File: config.mk
export PLATFORM = sky130hd
export DESIGN_NAME = voice_steal_selector_flat
export DESIGN_NICKNAME = d
export VERILOG_FILES = /design/src/hw/rtl/vss_pkg.sv /design/src/hw/rtl/vss_in_if.sv /design/src/hw/rtl/vss_out_if.sv /design/src/hw/rtl/vss_cell.sv /design/src/hw/rtl/voice_steal_selector.sv /design/src/flat_wrapper.sv
export SDC_FILE = /design/constraint.sdc
export NUM_CORES = 2
export LEC_CHECK = 0
export BUFFER_PORTS_ARGS = -buffer_cell sky130_fd_sc_hd__buf_4
export CORE_UTILIZATION = 50
export DETAILED_ROUTE_END_ITERATION = 8
export GPL_TIMING_DRIVEN = 0
export PLACE_DENSITY = 0.78
export SYNTH_ARGS = -nofsm -noshare
export SYNTH_HDL_FRONTEND = slang
export SYNTH_SLANG_ARGS = --single-unit
File: constraint.sdc
create_clock -name clk -period 35.7 [get_ports clk]
set_input_delay 1.785 -clock clk [delete_from_list [all_inputs] [get_ports clk]]
set_output_delay 1.785 -clock clk [all_outputs]
set_load 0.005 [all_outputs]
File: src/hw/rtl/vss_pkg.sv
// ----------------------------------------------------------------------------
// vss_pkg
// Shared types and constants for the voice steal selector: the voice entry
// record and the scan token that travels along the row of cells.
// ----------------------------------------------------------------------------
package vss_pkg;

  // field widths of the item and of one entry
  localparam int MASK_W  = 8;
  localparam int SRC_W   = 8;
  localparam int LEVEL_W = 16;
  localparam int VIDX_W  = 4;
  localparam int COUNT_W = 5;

  // channels that count as sounding
  localparam int CHANNELS = 8;
  localparam logic [MASK_W-1:0] LIVE_MASK =
    (CHANNELS >= MASK_W) ? {MASK_W{1'b1}} : MASK_W'((1 << CHANNELS) - 1);

  // item function codes
  localparam logic FUNC_WRITE   = 1'b0;
  localparam logic FUNC_REQUEST = 1'b1;

  // register byte address selector (bit 2 of paddr picks the word)
  localparam logic REG_VOICES_IN_USE = 1'b0;
  localparam logic [COUNT_W-1:0] VOICES_IN_USE_RESET = COUNT_W'(16);

  // one voice entry
  typedef struct packed {
    logic [MASK_W-1:0]  mask;
    logic [SRC_W-1:0]   src;
    logic [LEVEL_W-1:0] level;
  } vss_entry_t;

  // scan token handed from cell to cell; the candidate index travels beside it
  typedef struct packed {
    logic               valid;
    logic               done;   // silent voice found, later cells pass it on
    logic               have;   // a candidate is held
    logic               mine;   // candidate belongs to the requester
    logic [SRC_W-1:0]   src;    // requesting source
    logic [LEVEL_W-1:0] level;  // candidate level
  } vss_tok_t;

endpackage

File: src/hw/rtl/vss_in_if.sv
// ----------------------------------------------------------------------------
// vss_in_if
// Input channel of the voice steal selector: valid/ready with one item word.
// ----------------------------------------------------------------------------
interface vss_in_if;
  logic                        valid;
  logic                        ready;
  logic                        func;
  logic [vss_pkg::VIDX_W-1:0]  voice_index;
  logic [vss_pkg::SRC_W-1:0]   source_id;
  logic [vss_pkg::MASK_W-1:0]  channel_mask;
  logic [vss_pkg::LEVEL_W-1:0] level;

  modport source (output valid, func, voice_index, source_id, channel_mask, level,
                  input ready);
  modport sink   (input valid, func, voice_index, source_id, channel_mask, level,
                  output ready);
endinterface

File: src/hw/rtl/vss_out_if.sv
// ----------------------------------------------------------------------------
// vss_out_if
// Result channel of the voice steal selector: valid/ready with one result word.
// ----------------------------------------------------------------------------
interface vss_out_if;
  logic                       valid;
  logic                       ready;
  logic [vss_pkg::VIDX_W-1:0] chosen_voice;
  logic                       voice_found;

  modport source (output valid, chosen_voice, voice_found, input ready);
  modport sink   (input valid, chosen_voice, voice_found, output ready);
endinterface

File: src/hw/rtl/vss_cell.sv
// ----------------------------------------------------------------------------
// vss_cell
// One voice entry plus one stage of the scan: compares the passing token with
// its own entry, updates the candidate and hands the token to the next cell.
// ----------------------------------------------------------------------------
module vss_cell #(
  parameter int IDX_W    = 4,
  parameter int CELL_IDX = 0
) (
  input  logic                clk,
  input  logic                rst_n,
  input  logic                wr_en,
  input  vss_pkg::vss_entry_t wr_entry,
  input  logic                active,
  input  logic                advance,
  input  vss_pkg::vss_tok_t   tok_in,
  input  logic [IDX_W-1:0]    idx_in,
  output vss_pkg::vss_tok_t   tok_out,
  output logic [IDX_W-1:0]    idx_out
);

  vss_pkg::vss_entry_t entry_r;
  vss_pkg::vss_tok_t   tok_r, tok_nxt;
  logic [IDX_W-1:0]    idx_r, idx_nxt;
  logic                silent;
  logic                mine;

  // entry storage
  always_ff @(posedge clk) begin
    if (!rst_n) begin
      entry_r <= '0;
    end else if (wr_en) begin
      entry_r <= wr_entry;
    end
  end

  // candidate update
  always_comb begin
    silent  = (entry_r.mask & vss_pkg::LIVE_MASK) == '0;
    mine    = entry_r.src == tok_in.src;
    tok_nxt = tok_in;
    idx_nxt = idx_in;
    if (tok_in.valid && active && !tok_in.done) begin
      if (silent) begin
        idx_nxt      = IDX_W'(CELL_IDX);
        tok_nxt.have = 1'b1;
        tok_nxt.done = 1'b1;
      end else if (!tok_in.have) begin
        idx_nxt       = IDX_W'(CELL_IDX);
        tok_nxt.have  = 1'b1;
        tok_nxt.mine  = mine;
        tok_nxt.level = entry_r.level;
      end else if ((!tok_in.mine && mine) ||
                   ((!tok_in.mine || mine) && (entry_r.level < tok_in.level))) begin
        idx_nxt       = IDX_W'(CELL_IDX);
        tok_nxt.mine  = mine;
        tok_nxt.level = entry_r.level;
      end
    end
  end

  // token stage
  always_ff @(posedge clk) begin
    if (!rst_n) begin
      tok_r.valid <= 1'b0;
    end else if (advance) begin
      tok_r <= tok_nxt;
      idx_r <= idx_nxt;
    end
  end

  assign tok_out = tok_r;
  assign idx_out = idx_r;

endmodule

File: src/hw/rtl/voice_steal_selector.sv
// ----------------------------------------------------------------------------
// voice_steal_selector
// Picks the voice to steal from a table of voice entries held in a row of
// cells, one entry per cell.
// ----------------------------------------------------------------------------
// Usage:
//   in_chan carries one word per item. func = write stores channel_mask,
//   source_id and level into entry voice_index (indexes beyond the table
//   are dropped) and gives no result. func = request sends a scan token
//   down the cell row, one cell per cycle while the row is not held; the
//   chosen voice is loaded into the output register once the token leaves
//   the last cell and comes out on out_chan. One request is in the row at
//   a time: in_chan.ready stays low while the token travels. Writes are
//   taken every cycle while no scan runs.
//   The result sits in an output register; a new item is accepted while it
//   waits. If the receiver stalls and a second result reaches the end of the
//   row, the row holds its token until the output register frees.
//   voices_in_use (APB, address 0) limits the scan to the first entries.
//   Reset empties the row, marks all voices silent with source and level
//   zero and sets voices_in_use to 16.
// ----------------------------------------------------------------------------
module voice_steal_selector #(
  parameter int VOICES = 16
) (
  input  logic                          clk,
  input  logic                          rst_n,
  vss_in_if.sink                        in_chan,
  vss_out_if.source                     out_chan,
  input  logic                          psel,
  input  logic                          penable,
  input  logic                          pwrite,
  input  logic [2:0]                    paddr,
  input  logic [31:0]                   pwdata,
  output logic [31:0]                   prdata,
  output logic                          pready
);

  localparam int IDX_W = (VOICES > 1) ? $clog2(VOICES) : 1;

  logic [vss_pkg::COUNT_W-1:0]  voices_in_use_r;
  logic                         busy_r, busy_nxt;
  logic                         out_valid_r, out_valid_nxt;
  logic [vss_pkg::VIDX_W-1:0]   out_voice_r;
  logic                         out_found_r;
  logic                         in_fire;
  logic                         wr_fire;
  logic                         req_fire;
  logic                         advance;
  logic                         out_load;
  vss_pkg::vss_entry_t          wr_entry;
  vss_pkg::vss_tok_t            tok [0:VOICES];
  logic [IDX_W-1:0]             idx [0:VOICES];

  // configuration port
  assign pready = 1'b1;
  always_ff @(posedge clk) begin
    if (!rst_n) begin
      voices_in_use_r <= vss_pkg::VOICES_IN_USE_RESET;
    end else if (psel && penable && pwrite && (paddr[2] == vss_pkg::REG_VOICES_IN_USE)) begin
      voices_in_use_r <= pwdata[vss_pkg::COUNT_W-1:0];
    end
  end
  assign prdata = (paddr[2] == vss_pkg::REG_VOICES_IN_USE) ?
                  32'(voices_in_use_r) : 32'd0;

  // input handshake
  assign in_chan.ready = !busy_r;
  assign in_fire  = in_chan.valid && in_chan.ready;
  assign wr_fire  = in_fire && (in_chan.func == vss_pkg::FUNC_WRITE);
  assign req_fire = in_fire && (in_chan.func == vss_pkg::FUNC_REQUEST);

  assign wr_entry.mask  = in_chan.channel_mask;
  assign wr_entry.src   = in_chan.source_id;
  assign wr_entry.level = in_chan.level;

  // token entering the first cell
  always_comb begin
    tok[0]       = '0;
    tok[0].valid = req_fire;
    tok[0].src   = in_chan.source_id;
    idx[0]       = '0;
  end

  // row holds only when a finished token meets a full, stalled output
  assign advance  = !(tok[VOICES].valid && out_valid_r && !out_chan.ready);
  assign out_load = tok[VOICES].valid && advance;

  // cell row
  for (genvar g = 0; g < VOICES; g++) begin : g_cell
    logic active;
    logic wr_hit;
    assign active = 32'(voices_in_use_r) > 32'(g);
    assign wr_hit = wr_fire && (32'(in_chan.voice_index) == 32'(g));
    vss_cell #(
      .IDX_W    (IDX_W),
      .CELL_IDX (g)
    ) u_cell (
      .clk      (clk),
      .rst_n    (rst_n),
      .wr_en    (wr_hit),
      .wr_entry (wr_entry),
      .active   (active),
      .advance  (advance),
      .tok_in   (tok[g]),
      .idx_in   (idx[g]),
      .tok_out  (tok[g+1]),
      .idx_out  (idx[g+1])
    );
  end

  // busy tracking and output register control
  always_comb begin
    busy_nxt = busy_r;
    if (req_fire) begin
      busy_nxt = 1'b1;
    end else if (out_load) begin
      busy_nxt = 1'b0;
    end
    out_valid_nxt = out_valid_r;
    if (out_load) begin
      out_valid_nxt = 1'b1;
    end else if (out_chan.ready) begin
      out_valid_nxt = 1'b0;
    end
  end

  always_ff @(posedge clk) begin
    if (!rst_n) begin
      busy_r      <= 1'b0;
      out_valid_r <= 1'b0;
    end else begin
      busy_r      <= busy_nxt;
      out_valid_r <= out_valid_nxt;
    end
  end

  // result word
  always_ff @(posedge clk) begin
    if (out_load) begin
      out_voice_r <= tok[VOICES].have ? vss_pkg::VIDX_W'(idx[VOICES]) : '0;
      out_found_r <= tok[VOICES].have;
    end
  end

  assign out_chan.valid        = out_valid_r;
  assign out_chan.chosen_voice = out_voice_r;
  assign out_chan.voice_found  = out_found_r;

  // no finished token at the end of the row while the input side is open
  a_idle_row_empty: assert property (@(posedge clk) disable iff (!rst_n)
    !busy_r |-> !tok[VOICES].valid)
    else $error("token in cell row while not busy");

  // an accepted request closes the input side
  a_req_busy: assert property (@(posedge clk) disable iff (!rst_n)
    req_fire |=> busy_r)
    else $error("request accepted without entering busy");

  // a new result only comes from the end of the row
  a_result_source: assert property (@(posedge clk) disable iff (!rst_n)
    $rose(out_valid_r) |-> $past(tok[VOICES].valid))
    else $error("result appeared without a finished token");

  // no voice found reports index zero
  a_none_zero: assert property (@(posedge clk) disable iff (!rst_n)
    (out_valid_r && !out_found_r) |-> (out_voice_r == '0))
    else $error("nonzero voice with no voice found");

endmodule
File: src/flat_wrapper.sv
// flat-port wrapper written by rule: the top's interface ports become plain ports
module voice_steal_selector_flat 
#(
  parameter int VOICES = 16
)
  (clk, rst_n, psel, penable, pwrite, paddr, pwdata, prdata, pready, in_chan_valid, in_chan_func, in_chan_voice_index, in_chan_source_id, in_chan_channel_mask, in_chan_level, in_chan_ready, out_chan_valid, out_chan_chosen_voice, out_chan_voice_found, out_chan_ready);
  vss_in_if in_chan_i ();
  vss_out_if out_chan_i ();
  input  logic clk;
  input  logic rst_n;
  input  logic psel;
  input  logic penable;
  input  logic pwrite;
  input  logic [2:0] paddr;
  input  logic [31:0] pwdata;
  output logic [31:0] prdata;
  output logic pready;
  input wire logic [$bits(in_chan_i.valid)-1:0] in_chan_valid;
  input wire logic [$bits(in_chan_i.func)-1:0] in_chan_func;
  input wire logic [$bits(in_chan_i.voice_index)-1:0] in_chan_voice_index;
  input wire logic [$bits(in_chan_i.source_id)-1:0] in_chan_source_id;
  input wire logic [$bits(in_chan_i.channel_mask)-1:0] in_chan_channel_mask;
  input wire logic [$bits(in_chan_i.level)-1:0] in_chan_level;
  output wire logic [$bits(in_chan_i.ready)-1:0] in_chan_ready;
  output wire logic [$bits(out_chan_i.valid)-1:0] out_chan_valid;
  output wire logic [$bits(out_chan_i.chosen_voice)-1:0] out_chan_chosen_voice;
  output wire logic [$bits(out_chan_i.voice_found)-1:0] out_chan_voice_found;
  input wire logic [$bits(out_chan_i.ready)-1:0] out_chan_ready;
  assign in_chan_i.valid = in_chan_valid;
  assign in_chan_i.func = in_chan_func;
  assign in_chan_i.voice_index = in_chan_voice_index;
  assign in_chan_i.source_id = in_chan_source_id;
  assign in_chan_i.channel_mask = in_chan_channel_mask;
  assign in_chan_i.level = in_chan_level;
  assign in_chan_ready = in_chan_i.ready;
  assign out_chan_valid = out_chan_i.valid;
  assign out_chan_chosen_voice = out_chan_i.chosen_voice;
  assign out_chan_voice_found = out_chan_i.voice_found;
  assign out_chan_i.ready = out_chan_ready;
  voice_steal_selector #(.VOICES(VOICES)) u_core (.clk(clk), .rst_n(rst_n), .in_chan(in_chan_i), .out_chan(out_chan_i), .psel(psel), .penable(penable), .pwrite(pwrite), .paddr(paddr), .pwdata(pwdata), .prdata(prdata), .pready(pready));
endmodule
==> summary.md <==
| Metric | Value |
|---|---|
| Tcrit/Tclk final | `0.142` |
| Arrival time at the worst endpoint | `5.40 ns` |
| Max Cap Violations | `0` |
| Routed wire length | `between 100000 and 150000 um` |
| Number of global-route vias before repair | `~32000` |
| Reg-to-Reg Start | `u_core.out_chan.valid` |
| I/O pins | `119` |
| Unrepaired setup endpoints after global routing | `no` |
| Via Count | `about 32000` |
| Critical Path Slowest Stage Cell | `clkbuf_1` |
| Avg Cell Area, Syn | `about 10 um2` |
| Clk_skew | `0.0431 ns` |
| Total grt overflow | `0` |
| Setup crit end | `u_core.g_cell[1].u_cell.tok_out[0]` |
| FF+latch count, synth | `around 1000` |
| Initial DRC Count | `around 2700` |
| Largest net degree at the start of global routing | `a little under 70` |
| Total negative slack | `0 ns` |
| Die X | `about 300 um` |
| FMAX | `198 MHz` |
| # DRC | `0` |
| Register area share after synthesis | `0.536` |
| Core area | `90300 um2` |
| Min-Delay Path Class | `register to register` |
| LEAKAGE | `19.5 nW` |
| WP depth | `8` |
| Post-synthesis cell type count | `slightly below 70` |
| Measured slew at the worst slew-check pin | `approximately 1.3 ns` |
| Die span in y | `305 um` |
| Async set-reset flop share out of synthesis | `0` |
| Final net count | `between 4000 and 5000` |
| Setup crit start kind | `primary input` |
| Hold Violations, Final | `0` |
| Crit path time final | `between 5 and 6 ns` |
| Total CTS buffers | `99` |
| Synth warn | `0` |
| CP Capture Type | `register` |
| Drt first pass iters | `5` |
| Sequential power share | `0.506` |
| Dpl hpwl | `just under 90000 um` |
| Most frequent cells after synthesis | `1154 x nand2_1, 535 x dfxtp_1, 529 x a21boi_0` |
| Gate power share | `0.054` |
| Area post-placement | `~48000 um2` |
| Power Internal | `1.91 mW` |
| NetSw | `~0.56 mW` |
| Dominant cells by area after synthesis | `edfxtp_1 30%, dfxtp_1 23%, nand2_1 9.5%` |
| Routed Antenna Nets | `0` |
| H-tree levels | `3` |
| Port Buffers | `36` |
| Sw frac | `0.226` |
| Fraction of layout instances using a drive strength above 1 | `0.116` |
| Max_slew headroom | `0.0932` |
| Cell family with most CP delay | `buffers and inverters` |
| Clock root cell | `clkbuf_16` |
| Buf/Inv on CP | `7` |
| R2R Path End | `u_core.g_cell[1].u_cell.tok_out[0]` |
| Status | `completed` |
| Clk sink count | `just under 1000` |
| Clock-pin slew on the worst setup and hold paths | `around 0.06 ns` |
| Filler Cells Inserted | `approximately 7400` |
| Slowest cell delay on critical path | `roughly 0.64 ns` |
| Rows | `110` |
| GRT Total Usage | `0.247` |
| Fin. max-slew vios | `0` |
| GP Congestion | `between 0.9 and 1` |
| Top-count cell post-synth | `nand2_1` |
| CTS tree | `done` |
| Area fraction of the dominant cell type after synthesis | `0.302` |
| Worst R2R Setup Slack | `32.35 ns` |
| Critical path launch point | `rst_n` |
| Routed WL per cell | `19.9 um` |
| Detail-routed via count per cell | `between 5 and 6` |
| CP Max Fanout | `54` |
| Pwr dens | `approximately 48 nW/um2` |
| Depth of the most critical reg-to-reg path | `8` |
| Post-synth EDFFs | `460` |
| Top_reg_cell synth | `dfxtp_1` |
| CP Class | `primary input to register` |
| First-pass GRT wire length | `between 150000 and 200000 um` |
| Sequence of cells on the critical path | `clkbuf_1 > clkbuf_1 > clkbuf_1 > and2_4 > buf_16 > buf_16 > buf_12 > buf_16` |
| Longest Clk Path Bufs | `3` |
| Final setup violation count | `0` |
| Initial antenna violation count | `4` |
| Dominant cell type by area after synthesis | `edfxtp_1` |
| Mapped Cells | `roughly 4400` |
| Cell area after layout | `~51000 um2` |
| Die area | `slightly above 90000 um2` |
| Critical Path RT | `36.05 ns` |
| CTS Hold Buffers Added | `0` |
| Clock power frac | `0.440` |
| Clk_lat worst skew | `a little under 0.7 ns` |
| Initial Utilization | `0.507` |
| Post-Syn Area | `45800 um2` |
| Post_cts resized | `0` |
| Post-CTS setup repair buffer count | `0` |
| Maximum vdd drop | `0.0000413 V` |
| Area Overhead vs Synth | `12.0%` |
-- power groups by stage --
stage                     clock network [mW]  logic (mW)  registers [mW]
after detailed placement                   0       0.130            1.27
after global routing                    1.14       0.143            1.25
after CTS                               1.09       0.132            1.25
after global placement                     0       0.124            1.29
final                                   1.09       0.133            1.25
after floorplan                            0      0.0844            1.28
-- registers in the layout, indices dropped and copies added, names as in the netlist --
name / cells
u_core.out_chan.chosen_voice: 4
u_core.g_cell.u_cell.idx_out: 49
u_core.out_chan.valid: 1
u_core.g_cell.u_cell.entry_r: 512
u_core.busy_r: 1
u_core.g_cell.u_cell.tok_out: 422
u_core.out_chan.voice_found: 1
u_core.voices_in_use_r: 5
-- how the worst min path moves through the flow --
stage | endpoint | startpoint | cells after the start
floorplan | u_core.g_cell[10].u_cell.entry_r[27] | u_core.g_cell[10].u_cell.entry_r[27] | 2
CTS | u_core.g_cell[13].u_cell.entry_r[29] | u_core.g_cell[13].u_cell.entry_r[29] | 2
global placement | u_core.g_cell[13].u_cell.entry_r[29] | u_core.g_cell[13].u_cell.entry_r[29] | 2
finish | u_core.g_cell[13].u_cell.entry_r[29] | u_core.g_cell[13].u_cell.entry_r[29] | 2
detailed placement | u_core.g_cell[13].u_cell.entry_r[26] | u_core.g_cell[13].u_cell.entry_r[26] | 2
global route | u_core.g_cell[1].u_cell.entry_r[30] | u_core.g_cell[1].u_cell.entry_r[30] | 2
-- through the flow --
stage               hold WS [ns]  utilization  setup slack (ns)  power (mW)  cells
detailed placement         0.452        0.530             30.09        1.40   5663
floorplan                  0.438            -             22.13        1.36   4443
finish                     0.460        0.568             30.64        2.47   5854
global placement           0.446        0.527             16.32        1.41   5655
global route               0.479        0.568             30.65        2.53   5854
CTS                        0.461        0.568             30.81        2.47   5851
-- cell families after synthesis --
group | synth area share
adder cells (fa/ha/maj) | 0.0615
AO/OA/AOI/OAI | 0.133
multiplexers | 0.0603
AND/OR/NAND/NOR | 0.138
other | 0.000164
flip-flops | 0.536
XOR/XNOR | 0.0245
buffers and inverters | 0.0475
-- cells in the final DEF, fill, tap and decap left out, types with 65 or more instances in the layout --
| cell | instances |
|---|---|
| clkbuf_1 | 242 |
| clkbuf_16 | 103 |
| a21oi_1 | 68 |
| dfxtp_1 | 535 |
| nand2_1 | 1154 |
| inv_1 | 244 |
| xor2_1 | 88 |
| buf_4 | 65 |
| edfxtp_1 | 460 |
| mux2_2 | 174 |
| a21boi_0 | 529 |
| ha_1 | 225 |
-- per-layer routing --
metal  vias up  wire length (um)  global-route usage  part of all wire
met5         -                 0                   0                 0
met4         0              5900               0.125             0.051
met3       285              8500              0.0446             0.073
met2      1151             56400               0.426              0.48
met1     15300             45500               0.295              0.39
li1      15400                 -                   -                 -
-- worst register-to-register path, cell delays in order, from the launching register on --
cell and delay, ns:
dfxtp_1 0.32, nor2b_1 0.21, nand2_1 0.25, clkbuf_1 0.42, and2_4 0.54, buf_16 0.31
buf_16 0.30, buf_12 0.30, buf_16 0.32
-- layout make-up --
cell class,count,area [um2],area share
diodes,3,7.51,0.000146
plain buffers,277,1260,0.0246
clock buffers,137,2830,0.0551
clock inverters,51,601,0.0117
inverters,244,916,0.0179
multi-input cells,2927,19200,0.374
flip-flops and latches,995,24500,0.478
well taps,1176,1470,0.0287
repair buffers,44,483,0.00942
Note: power is estimated with default switching activity, not from simulation.
